<file path="src/rtl/ates_ram.sv">
// Generic single-clock RAM: one write port, one read port, registered read.
// Used for the entry table. No dependencies.
module ates_ram #(
  parameter int unsigned WIDTH = 32,
  parameter int unsigned DEPTH = 128
) (
  input  logic                     clk_i,
  input  logic                     we_i,
  input  logic [$clog2(DEPTH)-1:0] waddr_i,
  input  logic [WIDTH-1:0]         wdata_i,
  input  logic                     re_i,
  input  logic [$clog2(DEPTH)-1:0] raddr_i,
  output logic [WIDTH-1:0]         rdata_o
);

  logic [WIDTH-1:0] mem_q [DEPTH];
  logic [WIDTH-1:0] rdata_q;

  always_ff @(posedge clk_i) begin
    if (we_i) begin
      mem_q[waddr_i] <= wdata_i;
    end
    if (re_i) begin
      rdata_q <= mem_q[raddr_i];
    end
  end

  assign rdata_o = rdata_q;

endmodule

</file>
<file path="config.mk">
export PLATFORM = sky130hd
export DESIGN_NAME = ates_ram
export DESIGN_NICKNAME = d
export VERILOG_FILES = /design/src/rtl/ates_ram.sv
export SDC_FILE = /design/constraint.sdc
export NUM_CORES = 2
export LEC_CHECK = 0
export BUFFER_PORTS_ARGS = -buffer_cell sky130_fd_sc_hd__buf_2
export CAP_MARGIN = 10
export CORE_ASPECT_RATIO = 0.8
export CORE_MARGIN = 1
export CORE_UTILIZATION = 55
export DETAILED_ROUTE_END_ITERATION = 8
export GPL_TIMING_DRIVEN = 0
export PLACE_DENSITY = 0.81
export SYNTH_ARGS = -nofsm -noshare
export SYNTH_HDL_FRONTEND = slang
export SYNTH_SLANG_ARGS = --single-unit
</file>
<file path="constraint.sdc">
create_clock -name clk_i -period 7.8 [get_ports clk_i]
set_clock_uncertainty 0.05 [all_clocks]
set_input_delay 1.56 -clock clk_i [delete_from_list [all_inputs] [get_ports clk_i]]
set_output_delay 1.56 -clock clk_i [all_outputs]
set_load 0.1 [all_outputs]
</file>
==> run metrics <==
hold-critical path endpoint mem_q[107][29]$_DFFE_PP_; chip height approximately 480 um; hpwl dp just under 300000 um; Hold Crit Class in -> reg; CP max FO 10; Hold Path Depth 1; Routed WL between 500000 and 600000 um; Antenna Violating Nets Remaining 0; min cycle time layout 5.60 ns; most frequent cells after synthesis edfxtp_1, mux4_2, clkbuf_1; Vias per Instance between 7 and 8; Synth top area share roughly four fifths; Core Region ~0.28 sq mm; post-layout util about 63%; Max Fclk about 0.18 GHz; P&R area growth vs syn 14.2%; DRC viols 0; worst r2r path cells 4; Flop pwr share between 50% and 60%; CTS tree done; initial antenna violation count between 100 and 150; clk buf depth 4; Fillers ~17000; WP data arrival just over 6 ns; Worst Setup End Kind flip-flop; Distinct cells, synth 16; Yosys warnings 0; Data required, critical path between 8 and 9 ns; Hold Fails Final Rpt 0; violated checks max-capacitance violations, max-slew violations; layout cells sized above 1 between 30% and 40%; pins over their slew limit 11; Peak supply drop roughly 0.19 mV; synth top area cells edfxtp_1, mux4_2, clkbuf_1; Psw 0.0106 W; Leakage 54.5 nW; FP Rows 174; # port buffers 69; Starting DRT DRC Count between 15000 and 20000; Reg clk slew, reported paths around 0.07 ns; final setup fails 0; reg2reg end rdata_o[25]$_DFFE_PP_; cell taking the most area after synthesis edfxtp_1; WL per Instance roughly 47 um; drt first pass iters 9; die area approximately 0.29 sq mm; most numerous cell in the Yosys netlist edfxtp_1; DIE WIDTH 599 um; Internal 0.0353 W; Top FF cell, synth edfxtp_1; max-cap viol count 1; Setup CP Type in -> reg; # IOs 81; setup bufs post-CTS 0; outcome finished with violations; hold path startpoint wdata_i[29]; Syn Inst Count around 6000; worst-margin pin slew ~1.5 ns; Initial Util 55.5%; relative slew slack -1.84%; Placer Congestion between 1 and 1.5; H-tree Lvls 5; vias in the first global route between 70000 and 80000; Setup TNS Final 0 ns; # hold bufs at CTS 0; syn_nets slightly above 6000; FFs w/ async S/R, synth 0%; Clock Latency Late Sink about 0.96 ns; number of synthesized flops with an enable pin between 4000 and 5000; CTS sink cnt roughly 4100; Seq/Total Area, Yosys roughly four fifths; GRT Residual Overflow 0; vias between 80000 and 90000; Avg Synthesized Cell Area 26.1 sq um; global-route wire length before repair about 670000 um; clock share of power roughly two fifths; Root Driver clkbuf_16; total CTS buffers between 300 and 400; Period Utilization, post-route 71.8%; final net count ~6700; Sw Ratio between 20% and 30%; FF-to-FF Start mem_q[39][25]$_DFFE_PP_; Global Route Usage Sum 34.7%; Syn Std Cell Area roughly 0.16 sq mm; Comb power frac ~6.4%; RSZ-0062 raised after global routing no; post_cts resized 0; Yosys reg bits between 4000 and 5000; Power Density around 260 mW/mm^2; Reg2Reg Setup Slack 4.73 ns; Worst Setup Start Kind input pin; largest net degree at the start of global routing 109
## area by class of cell
class	instances	area, sq um	area share, %
tap	3784	4730	2.65
clock buffer	443	9580	5.36
sequential	4128	124000	69.3
antenna	67	168	0.0938
clock inverter	215	1910	1.07
timing repair buffer	263	4820	2.70
multi-input combinational	1546	32300	18.0
buffer	316	1340	0.752
## critical path, cell delays in order
cell and delay (ns):
clkbuf_1 0.29, buf_2 0.38, clkbuf_2 0.91, clkbuf_1 0.82
mux4_2 0.45, mux4_2 0.64, mux4_2 0.74, mux2_2 0.39
## registers in the layout, summed over array words and instances (netlist names)
name / cells
rdata_o: 32
mem_q: 4096
## logic make-up after synthesis
| kind of cell | synth area share (%) |
|---|---|
| flops | 79.2 |
| mux | 19.6 |
| buf+inv | 0.837 |
| simple gates | 0.445 |
## through the flow
stage | hold WS [ns] | cell area [sq um] | setup slack (ns) | total power, W | cells
6_report | 0.961 | 179000 | 2.20 | 0.0458 | 10800
5_1_grt | 0.971 | 179000 | 2.30 | 0.0464 | 10700
4_1_cts | 0.936 | 179000 | 2.35 | 0.0455 | 10700
3_5_place_dp | 1.18 | 167000 | 1.39 | 0.0277 | 10000
3_3_place_gp | 1.17 | 162000 | -0.518 | 0.0275 | 9843
2_1_floorplan | 1.10 | 157000 | 2.95 | 0.0263 | 5990
## worst max-delay path by stage
| stage | cells after the start | start | endpoint | slack [ns] |
|---|---|---|---|---|
| after detailed placement | 8 | raddr_i[2] | rdata_o[6]$_DFFE_PP_ | 1.39 |
| final | 8 | raddr_i[2] | rdata_o[15]$_DFFE_PP_ | 2.20 |
| after global routing | 8 | raddr_i[2] | rdata_o[15]$_DFFE_PP_ | 2.30 |
| after floorplan | 3 | we_i | mem_q[98][0]$_DFFE_PP_ | 2.95 |
| after CTS | 8 | raddr_i[2] | rdata_o[6]$_DFFE_PP_ | 2.35 |
| after global placement | 4 | waddr_i[4] | mem_q[86][18]$_DFFE_PP_ | -0.52 |
## placed cells by master (no fill, tap or decap), types with 43 or more instances in the layout
cell	netlist	routed
buf_1	50	48
buf_2	79	118
diode_2	0	67
buf_12	0	43
buf_16	0	111
clkinv_1	0	93
nor2_4	0	119
clkbuf_16	0	372
edfxtp_1	4128	4128
clkbuf_1	182	229
clkinv_2	0	59
mux4_2	1344	1344
## power groups by stage
stage | Sequential [W] | Clock, W | Combinational (W)
after floorplan | 0.0252 | 0 | 0.00118
after global placement | 0.0251 | 0 | 0.00242
after detailed placement | 0.0250 | 0 | 0.00266
after CTS | 0.0245 | 0.0182 | 0.00276
after global routing | 0.0245 | 0.0189 | 0.00290
final | 0.0245 | 0.0184 | 0.00294
## layer usage
metal | wire length, um | track usage (%) | part of all wire, %
met1 | 148000 | 43.1 | 29
met2 | 234000 | 53.6 | 46
met3 | 86900 | 13.4 | 17
met4 | 34000 | 17.4 | 6.8
met5 | 1410 | 0.0331 | 0.28
Power figures use the tool's default switching activity.
